## src/rtl/assert_macros.svh

```systemverilog
// Assertion helpers, clocked on clk and held off during rst.
`ifndef ASSERT_MACROS_SVH
`define ASSERT_MACROS_SVH

// Same-cycle implication.
`define ASSERT_SAME(label, ante, cons) \
  label: assert property (@(posedge clk) disable iff (rst) (ante) |-> (cons)) \
    else $error("assertion failed");

// Next-cycle implication.
`define ASSERT_NEXT(label, ante, cons) \
  label: assert property (@(posedge clk) disable iff (rst) (ante) |=> (cons)) \
    else $error("assertion failed");

`endif

```

## src/rtl/efsd_pkg.sv

```systemverilog
package efsd_pkg;

  localparam int SERVERS_DEF = 16;
  localparam int CFG_W       = 5;
  localparam int TIME_W      = 32;
  localparam int LOAD_W      = 16;
  localparam int FT_W        = 33;
  localparam int TOT_W       = 48;
  localparam int SRV_W       = 5;
  localparam int ENTRY_W     = FT_W + TOT_W;

  localparam logic [CFG_W-1:0] CFG_RESET = CFG_W'(16);

  localparam logic KIND_JOB    = 1'b0;
  localparam logic KIND_REPORT = 1'b1;

  typedef enum logic [2:0] {
    ST_IDLE,
    ST_SCAN,
    ST_SCAN_END,
    ST_DECIDE,
    ST_RPT_RD,
    ST_RPT_CK,
    ST_RPT_FIN
  } ctl_state_t;

  typedef struct packed {
    logic latch;
    logic scan_clr;
    logic scan_rd;
    logic job_fin;
    logic rpt_rd;
    logic rpt_take;
    logic rpt_fin;
  } ctl_cmd_t;

  typedef struct packed {
    logic scan_last;
    logic rpt_match;
    logic pend_valid;
    logic out_free;
  } dp_status_t;

endpackage

```

## src/rtl/efsd_req_if.sv

```systemverilog
interface efsd_req_if;
  import efsd_pkg::*;

  logic              valid;
  logic              ready;
  logic              kind;
  logic [TIME_W-1:0] start_time;
  logic [LOAD_W-1:0] job_load;

  modport source (output valid, kind, start_time, job_load, input ready);
  modport sink (input valid, kind, start_time, job_load, output ready);
endinterface

```

## src/rtl/efsd_rsp_if.sv

```systemverilog
interface efsd_rsp_if;
  import efsd_pkg::*;

  logic             valid;
  logic             ready;
  logic [SRV_W-1:0] server;
  logic             accepted;
  logic [TOT_W-1:0] total_load;
  logic             last;

  modport source (output valid, server, accepted, total_load, last, input ready);
  modport sink (input valid, server, accepted, total_load, last, output ready);
endinterface

```

## src/rtl/efsd_ram.sv

```systemverilog
module efsd_ram #(
  parameter int WIDTH = 8,
  parameter int DEPTH = 16,
  parameter int ADDR_W = (DEPTH > 1) ? $clog2(DEPTH) : 1
) (
  input  logic              clk,
  input  logic              we,
  input  logic [ADDR_W-1:0] waddr,
  input  logic [WIDTH-1:0]  wdata,
  input  logic              re,
  input  logic [ADDR_W-1:0] raddr,
  output logic [WIDTH-1:0]  rdata
);

  logic [WIDTH-1:0] mem [DEPTH];

  always_ff @(posedge clk) begin
    if (we) begin
      mem[waddr] <= wdata;
    end
    if (re) begin
      rdata <= mem[raddr];
    end
  end

endmodule

```

## src/rtl/efsd_ctrl.sv

```systemverilog
module efsd_ctrl (
  input  logic                  clk,
  input  logic                  rst,
  input  logic                  req_valid,
  input  logic                  req_kind,
  output logic                  req_ready,
  input  efsd_pkg::dp_status_t  status,
  output efsd_pkg::ctl_cmd_t    cmd
);
  import efsd_pkg::*;

  ctl_state_t state;
  ctl_state_t state_next;
  logic       accept;
  logic       rpt_stall;

  assign accept    = req_valid && (state == ST_IDLE);
  assign rpt_stall = status.rpt_match && status.pend_valid && !status.out_free;

  always_ff @(posedge clk) begin
    if (rst) begin
      state <= ST_IDLE;
    end else begin
      state <= state_next;
    end
  end

  always_comb begin
    state_next = state;
    case (state)
      ST_IDLE: begin
        if (accept) begin
          state_next = (req_kind == KIND_REPORT) ? ST_RPT_RD : ST_SCAN;
        end
      end
      ST_SCAN: begin
        if (status.scan_last) begin
          state_next = ST_SCAN_END;
        end
      end
      ST_SCAN_END: state_next = ST_DECIDE;
      ST_DECIDE: begin
        if (status.out_free) begin
          state_next = ST_IDLE;
        end
      end
      ST_RPT_RD: state_next = ST_RPT_CK;
      ST_RPT_CK: begin
        if (!rpt_stall) begin
          state_next = status.scan_last ? ST_RPT_FIN : ST_RPT_RD;
        end
      end
      ST_RPT_FIN: begin
        if (status.out_free) begin
          state_next = ST_IDLE;
        end
      end
      default: state_next = ST_IDLE;
    endcase
  end

  always_comb begin
    cmd       = '0;
    req_ready = 1'b0;
    case (state)
      ST_IDLE: begin
        req_ready    = 1'b1;
        cmd.latch    = accept;
        cmd.scan_clr = accept;
      end
      ST_SCAN:    cmd.scan_rd  = 1'b1;
      ST_DECIDE:  cmd.job_fin  = status.out_free;
      ST_RPT_RD:  cmd.rpt_rd   = 1'b1;
      ST_RPT_CK:  cmd.rpt_take = !rpt_stall;
      ST_RPT_FIN: cmd.rpt_fin  = status.out_free;
      default: begin
        cmd = '0;
      end
    endcase
  end

endmodule

```

## src/rtl/efsd_datapath.sv

```systemverilog
`include "assert_macros.svh"

module efsd_datapath #(
  parameter int SERVERS = efsd_pkg::SERVERS_DEF
) (
  input  logic                          clk,
  input  logic                          rst,
  input  logic                          cfg_we,
  input  logic [efsd_pkg::CFG_W-1:0]    cfg_wdata,
  input  logic [efsd_pkg::TIME_W-1:0]   req_start_time,
  input  logic [efsd_pkg::LOAD_W-1:0]   req_job_load,
  input  efsd_pkg::ctl_cmd_t            cmd,
  output efsd_pkg::dp_status_t          status,
  output logic                          rsp_valid,
  input  logic                          rsp_ready,
  output logic [efsd_pkg::SRV_W-1:0]    rsp_server,
  output logic                          rsp_accepted,
  output logic [efsd_pkg::TOT_W-1:0]    rsp_total_load,
  output logic                          rsp_last
);
  import efsd_pkg::*;

  localparam int IDX_W = (SERVERS > 1) ? $clog2(SERVERS) : 1;
  localparam int CNT_W = $clog2(SERVERS + 1);

  logic [CFG_W-1:0]   server_count;
  logic [CNT_W-1:0]   active_n;
  logic [IDX_W-1:0]   last_idx;

  logic [TIME_W-1:0]  start_q;
  logic [LOAD_W-1:0]  load_q;

  logic [IDX_W-1:0]   cnt;
  logic               rd_vld_q;
  logic [IDX_W-1:0]   rd_idx_q;
  logic [SERVERS-1:0] vld;

  logic               ram_we;
  logic               ram_re;
  logic [ENTRY_W-1:0] ram_wdata;
  logic [ENTRY_W-1:0] ram_rdata;
  logic [FT_W-1:0]    cur_ft;
  logic [TOT_W-1:0]   cur_tot;

  logic               best_has;
  logic [IDX_W-1:0]   best_idx;
  logic [FT_W-1:0]    best_ft;
  logic [TOT_W-1:0]   best_tot;
  logic [TOT_W-1:0]   highest;

  logic               pend_valid;
  logic [IDX_W-1:0]   pend_idx;
  logic [TOT_W-1:0]   pend_tot;

  logic               drop;
  logic [TOT_W:0]     sum_wide;
  logic [TOT_W-1:0]   sum_sat;
  logic [FT_W-1:0]    ft_new;
  logic               match;
  logic               out_free;
  logic               out_load;
  logic [SRV_W-1:0]   out_server;
  logic               out_accepted;
  logic [TOT_W-1:0]   out_total;
  logic               out_last;

  // Clamp the programmed count into 1..SERVERS.
  always_comb begin
    if (server_count == '0) begin
      active_n = CNT_W'(1);
    end else if (32'(server_count) > SERVERS) begin
      active_n = CNT_W'(SERVERS);
    end else begin
      active_n = CNT_W'(server_count);
    end
  end
  assign last_idx = IDX_W'(active_n - CNT_W'(1));

  always_ff @(posedge clk) begin
    if (rst) begin
      server_count <= CFG_RESET;
    end else if (cfg_we) begin
      server_count <= cfg_wdata;
    end
  end

  always_ff @(posedge clk) begin
    if (cmd.latch) begin
      start_q <= req_start_time;
      load_q  <= req_job_load;
    end
  end

  // Entries never written read as zero.
  assign cur_ft  = vld[rd_idx_q] ? ram_rdata[ENTRY_W-1:TOT_W] : '0;
  assign cur_tot = vld[rd_idx_q] ? ram_rdata[TOT_W-1:0] : '0;

  assign sum_wide = {1'b0, best_tot} + (TOT_W + 1)'(load_q);
  assign sum_sat  = sum_wide[TOT_W] ? '1 : sum_wide[TOT_W-1:0];
  assign ft_new   = FT_W'(start_q) + FT_W'(load_q);
  assign drop     = best_ft > {1'b0, start_q};
  assign match    = cur_tot == highest;

  assign ram_re    = cmd.scan_rd || cmd.rpt_rd;
  assign ram_we    = cmd.job_fin && !drop;
  assign ram_wdata = {ft_new, sum_sat};

  efsd_ram #(
    .WIDTH (ENTRY_W),
    .DEPTH (SERVERS)
  ) u_ram (
    .clk   (clk),
    .we    (ram_we),
    .waddr (best_idx),
    .wdata (ram_wdata),
    .re    (ram_re),
    .raddr (cnt),
    .rdata (ram_rdata)
  );

  always_ff @(posedge clk) begin
    if (rst) begin
      vld      <= '0;
      rd_vld_q <= 1'b0;
      highest  <= '0;
    end else begin
      rd_vld_q <= cmd.scan_rd;
      if (ram_we) begin
        vld[best_idx] <= 1'b1;
        if (sum_sat > highest) begin
          highest <= sum_sat;
        end
      end
    end
  end

  always_ff @(posedge clk) begin
    if (ram_re) begin
      rd_idx_q <= cnt;
    end
    if (cmd.scan_clr) begin
      cnt <= '0;
    end else if (cmd.scan_rd || cmd.rpt_take) begin
      cnt <= cnt + IDX_W'(1);
    end
  end

  // Running minimum of free time; strict compare keeps the lowest index on a tie.
  always_ff @(posedge clk) begin
    if (rst) begin
      best_has <= 1'b0;
    end else if (cmd.scan_clr) begin
      best_has <= 1'b0;
    end else if (rd_vld_q && (!best_has || cur_ft < best_ft)) begin
      best_has <= 1'b1;
    end
  end

  always_ff @(posedge clk) begin
    if (rd_vld_q && (!best_has || cur_ft < best_ft)) begin
      best_idx <= rd_idx_q;
      best_ft  <= cur_ft;
      best_tot <= cur_tot;
    end
  end

  // Hold the latest match until the next one shows whether it is the last.
  always_ff @(posedge clk) begin
    if (rst) begin
      pend_valid <= 1'b0;
    end else if (cmd.scan_clr) begin
      pend_valid <= 1'b0;
    end else if (cmd.rpt_take && match) begin
      pend_valid <= 1'b1;
    end
  end

  always_ff @(posedge clk) begin
    if (cmd.rpt_take && match) begin
      pend_idx <= rd_idx_q;
      pend_tot <= cur_tot;
    end
  end

  assign out_free = !rsp_valid || rsp_ready;
  assign out_load = cmd.job_fin || cmd.rpt_fin || (cmd.rpt_take && match && pend_valid);

  always_comb begin
    out_server   = '0;
    out_accepted = 1'b0;
    out_total    = '0;
    out_last     = 1'b1;
    if (cmd.job_fin) begin
      if (!drop) begin
        out_server   = SRV_W'(32'(best_idx) + 32'd1);
        out_accepted = 1'b1;
        out_total    = sum_sat;
      end
    end else if (pend_valid) begin
      out_server   = SRV_W'(32'(pend_idx) + 32'd1);
      out_accepted = 1'b1;
      out_total    = pend_tot;
      out_last     = cmd.rpt_fin;
    end else begin
      out_total = highest;
    end
  end

  always_ff @(posedge clk) begin
    if (rst) begin
      rsp_valid <= 1'b0;
    end else if (out_load) begin
      rsp_valid <= 1'b1;
    end else if (rsp_ready) begin
      rsp_valid <= 1'b0;
    end
  end

  always_ff @(posedge clk) begin
    if (out_load) begin
      rsp_server     <= out_server;
      rsp_accepted   <= out_accepted;
      rsp_total_load <= out_total;
      rsp_last       <= out_last;
    end
  end

  assign status.scan_last  = cnt == last_idx;
  assign status.rpt_match  = match;
  assign status.pend_valid = pend_valid;
  assign status.out_free   = out_free;

  `ASSERT_SAME(a_load_needs_room, out_load, out_free)
  `ASSERT_SAME(a_write_with_result, ram_we, out_load && out_accepted)
  `ASSERT_NEXT(a_highest_covers_write, ram_we, highest >= $past(sum_sat))

endmodule

```

## src/rtl/earliest_free_server_dispatch.sv

```systemverilog
// Job: one word in, one result; the free-time scan reads one RAM entry per
//   cycle, and the result then waits for room in the output register.
// Report: one read-and-check pair per entry; a check stalls while a held match
//   waits for room in the output register. The next word is taken while a result
//   waits. Synchronous active-high reset clears all server state at once (valid bits),
//   server count returns to 16.
module earliest_free_server_dispatch #(
  parameter int SERVERS = efsd_pkg::SERVERS_DEF
) (
  input  logic                       clk,
  input  logic                       rst,
  input  logic                       cfg_we,
  input  logic [efsd_pkg::CFG_W-1:0] cfg_wdata,
  efsd_req_if.sink                   req,
  efsd_rsp_if.source                 rsp
);
  import efsd_pkg::*;

  ctl_cmd_t   cmd;
  dp_status_t status;

  efsd_ctrl u_ctrl (
    .clk       (clk),
    .rst       (rst),
    .req_valid (req.valid),
    .req_kind  (req.kind),
    .req_ready (req.ready),
    .status    (status),
    .cmd       (cmd)
  );

  efsd_datapath #(
    .SERVERS (SERVERS)
  ) u_datapath (
    .clk            (clk),
    .rst            (rst),
    .cfg_we         (cfg_we),
    .cfg_wdata      (cfg_wdata),
    .req_start_time (req.start_time),
    .req_job_load   (req.job_load),
    .cmd            (cmd),
    .status         (status),
    .rsp_valid      (rsp.valid),
    .rsp_ready      (rsp.ready),
    .rsp_server     (rsp.server),
    .rsp_accepted   (rsp.accepted),
    .rsp_total_load (rsp.total_load),
    .rsp_last       (rsp.last)
  );

endmodule

```

## src/flat_wrapper.sv

```systemverilog
// flat-port wrapper written by rule: the top's interface ports become plain ports
module earliest_free_server_dispatch_flat import efsd_pkg::*;
#(
  parameter int SERVERS = efsd_pkg::SERVERS_DEF
)
  (clk, rst, cfg_we, cfg_wdata, req_valid, req_kind, req_start_time, req_job_load, req_ready, rsp_valid, rsp_server, rsp_accepted, rsp_total_load, rsp_last, rsp_ready);
  efsd_req_if req_i ();
  efsd_rsp_if rsp_i ();
  input  logic clk;
  input  logic rst;
  input  logic cfg_we;
  input  logic [efsd_pkg::CFG_W-1:0] cfg_wdata;
  input wire logic [$bits(req_i.valid)-1:0] req_valid;
  input wire logic [$bits(req_i.kind)-1:0] req_kind;
  input wire logic [$bits(req_i.start_time)-1:0] req_start_time;
  input wire logic [$bits(req_i.job_load)-1:0] req_job_load;
  output wire logic [$bits(req_i.ready)-1:0] req_ready;
  output wire logic [$bits(rsp_i.valid)-1:0] rsp_valid;
  output wire logic [$bits(rsp_i.server)-1:0] rsp_server;
  output wire logic [$bits(rsp_i.accepted)-1:0] rsp_accepted;
  output wire logic [$bits(rsp_i.total_load)-1:0] rsp_total_load;
  output wire logic [$bits(rsp_i.last)-1:0] rsp_last;
  input wire logic [$bits(rsp_i.ready)-1:0] rsp_ready;
  assign req_i.valid = req_valid;
  assign req_i.kind = req_kind;
  assign req_i.start_time = req_start_time;
  assign req_i.job_load = req_job_load;
  assign req_ready = req_i.ready;
  assign rsp_valid = rsp_i.valid;
  assign rsp_server = rsp_i.server;
  assign rsp_accepted = rsp_i.accepted;
  assign rsp_total_load = rsp_i.total_load;
  assign rsp_last = rsp_i.last;
  assign rsp_i.ready = rsp_ready;
  earliest_free_server_dispatch #(.SERVERS(SERVERS)) u_core (.clk(clk), .rst(rst), .cfg_we(cfg_we), .cfg_wdata(cfg_wdata), .req(req_i), .rsp(rsp_i));
endmodule
```

## config.mk

```make
export PLATFORM = sky130hd
export DESIGN_NAME = earliest_free_server_dispatch_flat
export DESIGN_NICKNAME = d
export VERILOG_FILES = /design/src/rtl/efsd_pkg.sv /design/src/rtl/efsd_req_if.sv /design/src/rtl/efsd_rsp_if.sv /design/src/rtl/efsd_ram.sv /design/src/rtl/efsd_ctrl.sv /design/src/rtl/efsd_datapath.sv /design/src/rtl/earliest_free_server_dispatch.sv /design/src/flat_wrapper.sv
export VERILOG_INCLUDE_DIRS = /design/src /design/src/rtl
export SDC_FILE = /design/constraint.sdc
export NUM_CORES = 2
export LEC_CHECK = 0
export BUFFER_PORTS_ARGS = -buffer_cell sky130_fd_sc_hd__buf_4
export CORE_ASPECT_RATIO = 0.8
export CORE_MARGIN = 2
export CORE_UTILIZATION = 40
export DETAILED_ROUTE_END_ITERATION = 8
export PLACE_DENSITY = 0.53
export SLEW_MARGIN = 20
export SYNTH_ARGS = -nofsm -noshare
export SYNTH_HDL_FRONTEND = slang
export SYNTH_SLANG_ARGS = --single-unit
```

## constraint.sdc

```tcl
create_clock -name clk -period 12.15 [get_ports clk]
set_input_delay 2.43 -clock clk [delete_from_list [all_inputs] [get_ports clk]]
set_output_delay 2.43 -clock clk [all_outputs]
set_load 0.005 [all_outputs]
```

Word-level counts from Yosys, hierarchy flattened
Memories as Yosys holds them, arrays and structs flattened. A register that Yosys moved wholly into a read port is not among the register bits.
Cells that the tools add are included.
{ "totals": {"regBits": 324, "mem_count": 1, "ram_bits": 1296, "latchBits": 0, "mem_bits_ro": 0, "inputBits": 59} }
{ "op_classes": {"order_cmp": 7, "bitwise_logic": 2, "n_mul": 0, "muxes": 36, "div": 0, "add_sub_neg": 6, "n_shift": 0, "n_reduce_logical": 27, "eq_ne": 12} }
{ "memory_table": {"columns": ["name", "words", "word_bits", "rd", "rd_ports_with_merged_regs", "write_ports", "line", "rtl"], "rows": [
  ["u_core.u_datapath.u_ram.mem", 16, 81, 1, 1, 1, "efsd_ram.sv:15", "logic [WIDTH-1:0] mem [DEPTH];"]
]} }
{ "op_table": {"columns": ["cell", "n"], "rows": [
  ["two-way mux 48 bit", 5],
  ["adder 48 x 16 -> 49 bit", 1],
  ["== test 48 bit", 1],
  ["> comparator 48 bit", 1],
  ["adder 32 x 16 -> 33 bit", 1],
  ["> comparator 33 x 32 -> 1 bit", 1],
  ["less-than comparator 33 bit", 1],
  ["two-way mux 33 bit", 1],
  ["one-hot mux 3 bit (6 select lines)", 1],
  ["OR 16 bit", 1],
  ["two-way mux 1 bit", 15],
  ["two-way mux 3 bit", 5],
  ["two-way mux 5 bit", 3],
  ["adder 4 x 1 -> 5 bit, second input constant", 2],
  ["less-than comparator 4 x 5 -> 1 bit, second input constant", 2],
  ["== test 3 bit, second input constant", 3],
  ["logical AND 1 bit", 8],
  ["two-way mux 4 bit", 2],
  ["== test 3 x 2 -> 1 bit, second input constant", 2],
  ["logical OR 1 bit", 6],
  ["!= test 2 bit, second input constant", 3],
  ["OR reduction 2 bit", 3],
  ["> comparator 5 bit, second input constant", 1],
  ["logical NOT 1 bit", 5],
  ["other kinds (15)", 16]
]} }

Longest topological paths before layout
{ "depth": {"ltp_word": 12, "mapped_depth": 26, "mapped_depth_nobuf": 23} }

Cells and area by module
From an unflattened synthesis, not the netlist that was laid out.
{ "unflattened": {"hier_cells": 3877, "area_unflattened_um2": 69600.5} }
{ "modules_own_cells": {"columns": ["mod", "cells_each", "area_each_um2", "seq_area_each_um2", "instances"], "rows": [
  ["efsd_ram", 2078, 50873.8, 41349.7, 1],
  ["efsd_datapath", 1757, 18387.6, 8868.5, 1],
  ["efsd_ctrl", 42, 339.1, 60.1, 1]
]} }

Worst setup path after synthesis
Ideal clock, no wire load.
{ "synth_timing": {"kind": "input -> register", "start": "in rsp_ready", "end": "mem u_core.u_datapath.u_ram.mem[3][0] in the netlist's numbering (enable)", "arrival_ps": 9583, "path_buffers": 1, "path_stages": 9, "setup_time_ps": 622, "slack_ps": 1945, "cell_sequence": "nand2b_1 clkbuf_1 nand3_1 a2111oi_0 o21a_1 nand2_1 o31ai_1 nand2_1 nor3_1"} }
{ "synth_via": {"elab_chain_cells": 5} }
{ "synth_lines": {"columns": ["item", "line", "rtl"], "rows": [
  ["start, declared", "flat_wrapper.sv:23", "input wire logic [$bits(rsp_i.ready)-1:0] rsp_ready;"],
  ["logical OR 1 bit", "efsd_datapath.sv:185", "assign out_free = !rsp_valid || rsp_ready;"],
  ["two-way mux 1 bit", "efsd_ctrl.sv:65", "case (state)"],
  ["logical AND 1 bit", "efsd_datapath.sv:105", "assign ram_we = cmd.job_fin && !drop;"],
  ["two-way mux 1 bit", "efsd_ram.sv:18", "if (we) begin"],
  ["two-way mux 1 bit (implied by the code)", "efsd_ram.sv:19", "mem[waddr] <= wdata;"],
  ["end, declared", "efsd_ram.sv:15", null]
]} }
Every way passes these cells.

Worst setup path in the final report
{ "layout_timing": {"start": "reg u_core.u_datapath.load_q[0]", "end": "reg u_core.u_datapath.highest[38]"} }
{ "layout_via": {"elab_chain_cells": 4} }
{ "layout_lines": {"columns": ["item", "line", "rtl"], "rows": [
  ["start, declared", "efsd_datapath.sv:31", "logic [LOAD_W-1:0] load_q;"],
  ["start signal, assigned", "efsd_datapath.sv:90", "load_q <= req_job_load;"],
  ["adder 48 x 16 -> 49 bit", "efsd_datapath.sv:98", "assign sum_wide = {1'b0, best_tot} + (TOT_W + 1)'(load_q);"],
  ["two-way mux 48 bit", "efsd_datapath.sv:99", "assign sum_sat = sum_wide[TOT_W] ? '1 : sum_wide[TOT_W-1:0];"],
  ["named net u_core.u_datapath.sum_sat[45]", "efsd_datapath.sv:57", "logic [TOT_W-1:0] sum_sat;"],
  ["> comparator 48 bit", "efsd_datapath.sv:130", "if (sum_sat > highest) begin"],
  ["AND reduction 2 bit (no line)", null, null],
  ["end signal, assigned", "efsd_datapath.sv:131", "highest <= sum_sat;"],
  ["end, declared", "efsd_datapath.sv:49", "logic [TOT_W-1:0] highest;"]
]} }
The timed path passes the listed nets, and every way through them passes these cells.
A chain may end at the register's enable or synchronous reset.

==> reports/qor.csv <==
metric,value,unit
place_hpwl,115,mm
cts_buffers,171,
port_buffers,115,
syn_avg_cell_area,18.8,µm²
start_kind,flop,
worst-path-stages,23,
power_leakage,25.5,nW
post-route-period-util,68.2,%
yosys_register_bits,1701,
die_h,378,µm
post_cts_buffers,0,
arrival,9010,ps
yosysWarnings,0,
routabilityCongestion,0.916,
post-route-min-period,8290,ps
finalNonFillerCells,6355,
synth_edf_count,1621,
drv_cap,0,
fillers,14800,
timing.hold.ws,457,ps
grt_usage,21.2,%
use_met3,2.89,%
avgViaCountPerCell,5.77,
setup_viol,0,
grt_pass1_vias,36000,
grt_pass1_wl,270,mm
worst_pin_slew,1140,ps
fp.coreArea,174000,µm²
place_inst,6045,
status,completed,
first_pass_iters,5,
cp_top_family,simple AND/OR/NAND/NOR gates,
busiest_layer,met2,
final.setup.tns,0,ps
holdPathStages,1,
cp_num_buf_inv,1,
num_rows,137,
vias,36700,
power.total,15.1,mW
whs_endpoint,u_core.u_datapath.vld[9]$_SDFFE_PP0P_,
clockBufferDepth,3,
grt_overflow_total,0,
synthArstFlopShare,0,%
fmax,121,MHz
wl_per_cell,29.9,µm
cts_root_buffer,clkbuf_16,
path_cells,ha_1 -> fa_1 -> a21o_1 -> a21oi_1 -> nor3_1 -> nand3b_1 -> o22ai_1 -> o21a_1 -> or4_1 -> nand2_1 -> mux2i_1 -> inv_1 -> ha_1 -> and4_1 -> nand3_1 -> nor3_1 -> nand2_1 -> nor3_1 -> nand2_1 -> o311ai_0 -> or2_2 -> nand3_1 -> o22ai_1,
report.final.hold_viol_count,0,
first_iter_violations,4109,
yosysSeqAreaShare,71.8,%
post-route-drc-count,0,
syn_nets,3944,
grt_max_degree,134,
cts_tree,done,
die_x,472,µm
drv_slew,0,
rsz0062_at_grt,false,
htree_levels,4,
endpoint_kind,flop,
cts.sinks,1701,
ios,116,
r2r_start,u_core.u_datapath.load_q[0]$_DFFE_PP_,
cts_resized,0,
cts.hold.buffers_added,0,
synth.cell_area,70000,µm²
antenna_found_initial,6,
relSlewSlack,23.8,%
finalClockSkew,30.6,ps
regToRegEndpoint,u_core.u_datapath.highest[38]$_SDFFE_PP0P_,
crit_type,flop to flop,
dieArea,178000,µm²
critical_path.slowest_cell,or4_1,
grt_use_met2,32.9,%
ys_types,86,
clock_latency,810,ps
ys.flop_type,edfxtp_1,
peakVddDrop,0.145,mV
hold_path_class,flop to flop,
fin_area,79400,µm²
synthCells,3732,
crit_fanout,42,
slowest_delay,950,ps
nNetsFinal,4137,
cp.required,12870,ps
area_growth,13.4,%
initial_utilization,40.2,%
powerDensity,191,nW/µm²
ff2ff_setup_slack,3860,ps
path_clk_slew,60,ps
min_from,u_core.u_datapath.vld[9]$_SDFFE_PP0P_,
wl,190,mm
met1_usage,32.0,%
ant_nets,0,
post_route_cells_drive_above_1_share,21.9,%
place_area,74000,µm²
reg2reg_depth,23,
synth_stat cells (11+ instances only):
cell      number  area (µm²)
dfxtp_1       80        1600
o21a_1        34         255
buf_1         43         161
ha_1         151        1890
mux4_2       407        9170
nor4_1        15        93.8
a21o_1        47         353
nand4_1       41         257
and3_1        18         113
a31oi_1       25         156
and2_1        83         519
xor2_1        28         245
clkbuf_1     119         447
nand3_1       42         210
nor3_1        47         235
nand2b_1      11        68.8
o21ai_0       59         295
o22ai_1       70         438
o311ai_0      11        96.3
nand2_1       70         263
nor2_1       114         428
inv_1        178         668
nor2b_1       11        68.8
mux2i_1       58         581
a21oi_1       92         460
a211oi_1      50         375
edfxtp_1    1621       48700
xnor2_1       57         499
nor4b_1       17         149
cells in the final DEF, fill, tap and decap left out, types with 8 or more instances in the layout:
| cell type | synthesis | layout |
|---|---|---|
| a211oi_1 | 50 | 50 |
| a21o_1 | 47 | 47 |
| a21oi_1 | 92 | 91 |
| a31oi_1 | 25 | 25 |
| and2_1 | 83 | 83 |
| and3_1 | 18 | 17 |
| buf_4 | 3 | 184 |
| bufinv_16 | 0 | 12 |
| clkbuf_1 | 119 | 46 |
| clkbuf_16 | 0 | 173 |
| clkinv_1 | 1 | 37 |
| clkinv_2 | 0 | 18 |
| dfxtp_1 | 80 | 75 |
| edfxtp_1 | 1621 | 1621 |
| ha_1 | 151 | 151 |
| inv_1 | 178 | 178 |
| mux2i_1 | 58 | 58 |
| mux4_2 | 407 | 407 |
| nand2_1 | 70 | 70 |
| nand2b_1 | 11 | 11 |
| nand3_1 | 42 | 42 |
| nand4_1 | 41 | 41 |
| nor2_1 | 114 | 95 |
| nor2_4 | 0 | 16 |
| nor2b_1 | 11 | 11 |
| nor3_1 | 47 | 42 |
| nor4_1 | 15 | 12 |
| nor4b_1 | 17 | 17 |
| o2111ai_1 | 10 | 10 |
| o21a_1 | 34 | 34 |
| o21ai_0 | 59 | 58 |
| o22ai_1 | 70 | 70 |
| o311ai_0 | 11 | 11 |
| or3_1 | 8 | 8 |
| or4_1 | 8 | 8 |
| xnor2_1 | 57 | 51 |
| xor2_1 | 28 | 26 |
area by class of cell:
type / instances / area, µm² / share of cell area, %
Antenna cell: 3 / 7.51 / 0.00946
Clock buffer: 224 / 4570 / 5.76
Clock inverter: 83 / 817 / 1.03
Inverter: 180 / 676 / 0.851
Multi-Input combinational cell: 1680 / 18600 / 23.5
Sequential cell: 1701 / 50300 / 63.4
Tap cell: 2293 / 2870 / 3.61
Timing Repair Buffer: 191 / 1510 / 1.90
kinds of logic after synthesis:
logic type	count (synthesis)	synth area share (%)
flops	1701	71.8
xor+xnor	85	1.06
simple gates	511	3.91
compound gates	462	4.46
mux	469	14.1
fa+ha+maj	153	2.76
buf+inv	351	1.92
layer usage:
layer | share of wire (%) | vias to the layer above
met1 | 47 | 19600
met5 | 0 | -
met3 | 5.4 | 218
met2 | 46 | 1189
met4 | 1.7 | 0
li1 | - | 15600
per-stage QoR:
stage / worst slack (ps) / util [%]
2_1_floorplan: 1950 / -
4_1_cts: 4040 / 45.6
6_report: 3860 / 45.6
3_5_place_dp: 4060 / 42.5
3_3_place_gp: 3760 / 42.4
5_1_grt: 3410 / 45.6
worst max path at each step:
stage	start	to	slack, ps
finish	u_core.u_datapath.load_q[0]$_DFFE_PP_	u_core.u_datapath.highest[38]$_SDFFE_PP0P_	3860
global placement	rsp_ready	u_core.u_datapath.u_ram.mem[2][50]$_DFFE_PP_	3760
floorplan	rsp_ready	u_core.u_datapath.u_ram.mem[3][0]$_DFFE_PP_	1950
detailed placement	u_core.u_datapath.load_q[0]$_DFFE_PP_	u_core.u_datapath.highest[47]$_SDFFE_PP0P_	4060
global route	u_core.u_datapath.load_q[0]$_DFFE_PP_	u_core.u_datapath.highest[38]$_SDFFE_PP0P_	3410
CTS	u_core.u_datapath.load_q[0]$_DFFE_PP_	u_core.u_datapath.highest[38]$_SDFFE_PP0P_	4040
power by group:
part / total (mW) / switching, mW / internal (mW)
combinational: 2.78 / 1.57 / 1.21
sequential: 7.19 / 0.248 / 6.95
clock: 5.17 / 2.26 / 2.91
total: 15.1 / 4.07 / 11.1
flip-flops by register name, summed over array words and instances (netlist names), 3 cells and up:
signal,cells
u_core.u_ctrl.state,3
u_core.u_datapath.load_q,16
u_core.u_datapath.u_ram.mem,1296
u_core.u_datapath.rsp_total_load,48
u_core.u_datapath.server_count,5
u_core.u_datapath.u_ram.rdata,81
u_core.u_datapath.start_q,32
u_core.u_datapath.rsp_server,5
u_core.u_datapath.pend_idx,4
u_core.u_datapath.best_ft,33
u_core.u_datapath.rd_idx_q,4
u_core.u_datapath.highest,48
u_core.u_datapath.pend_tot,48
u_core.u_datapath.cnt,4
u_core.u_datapath.vld,16
u_core.u_datapath.best_idx,4
u_core.u_datapath.best_tot,48
Power figures use the tool's default switching activity.
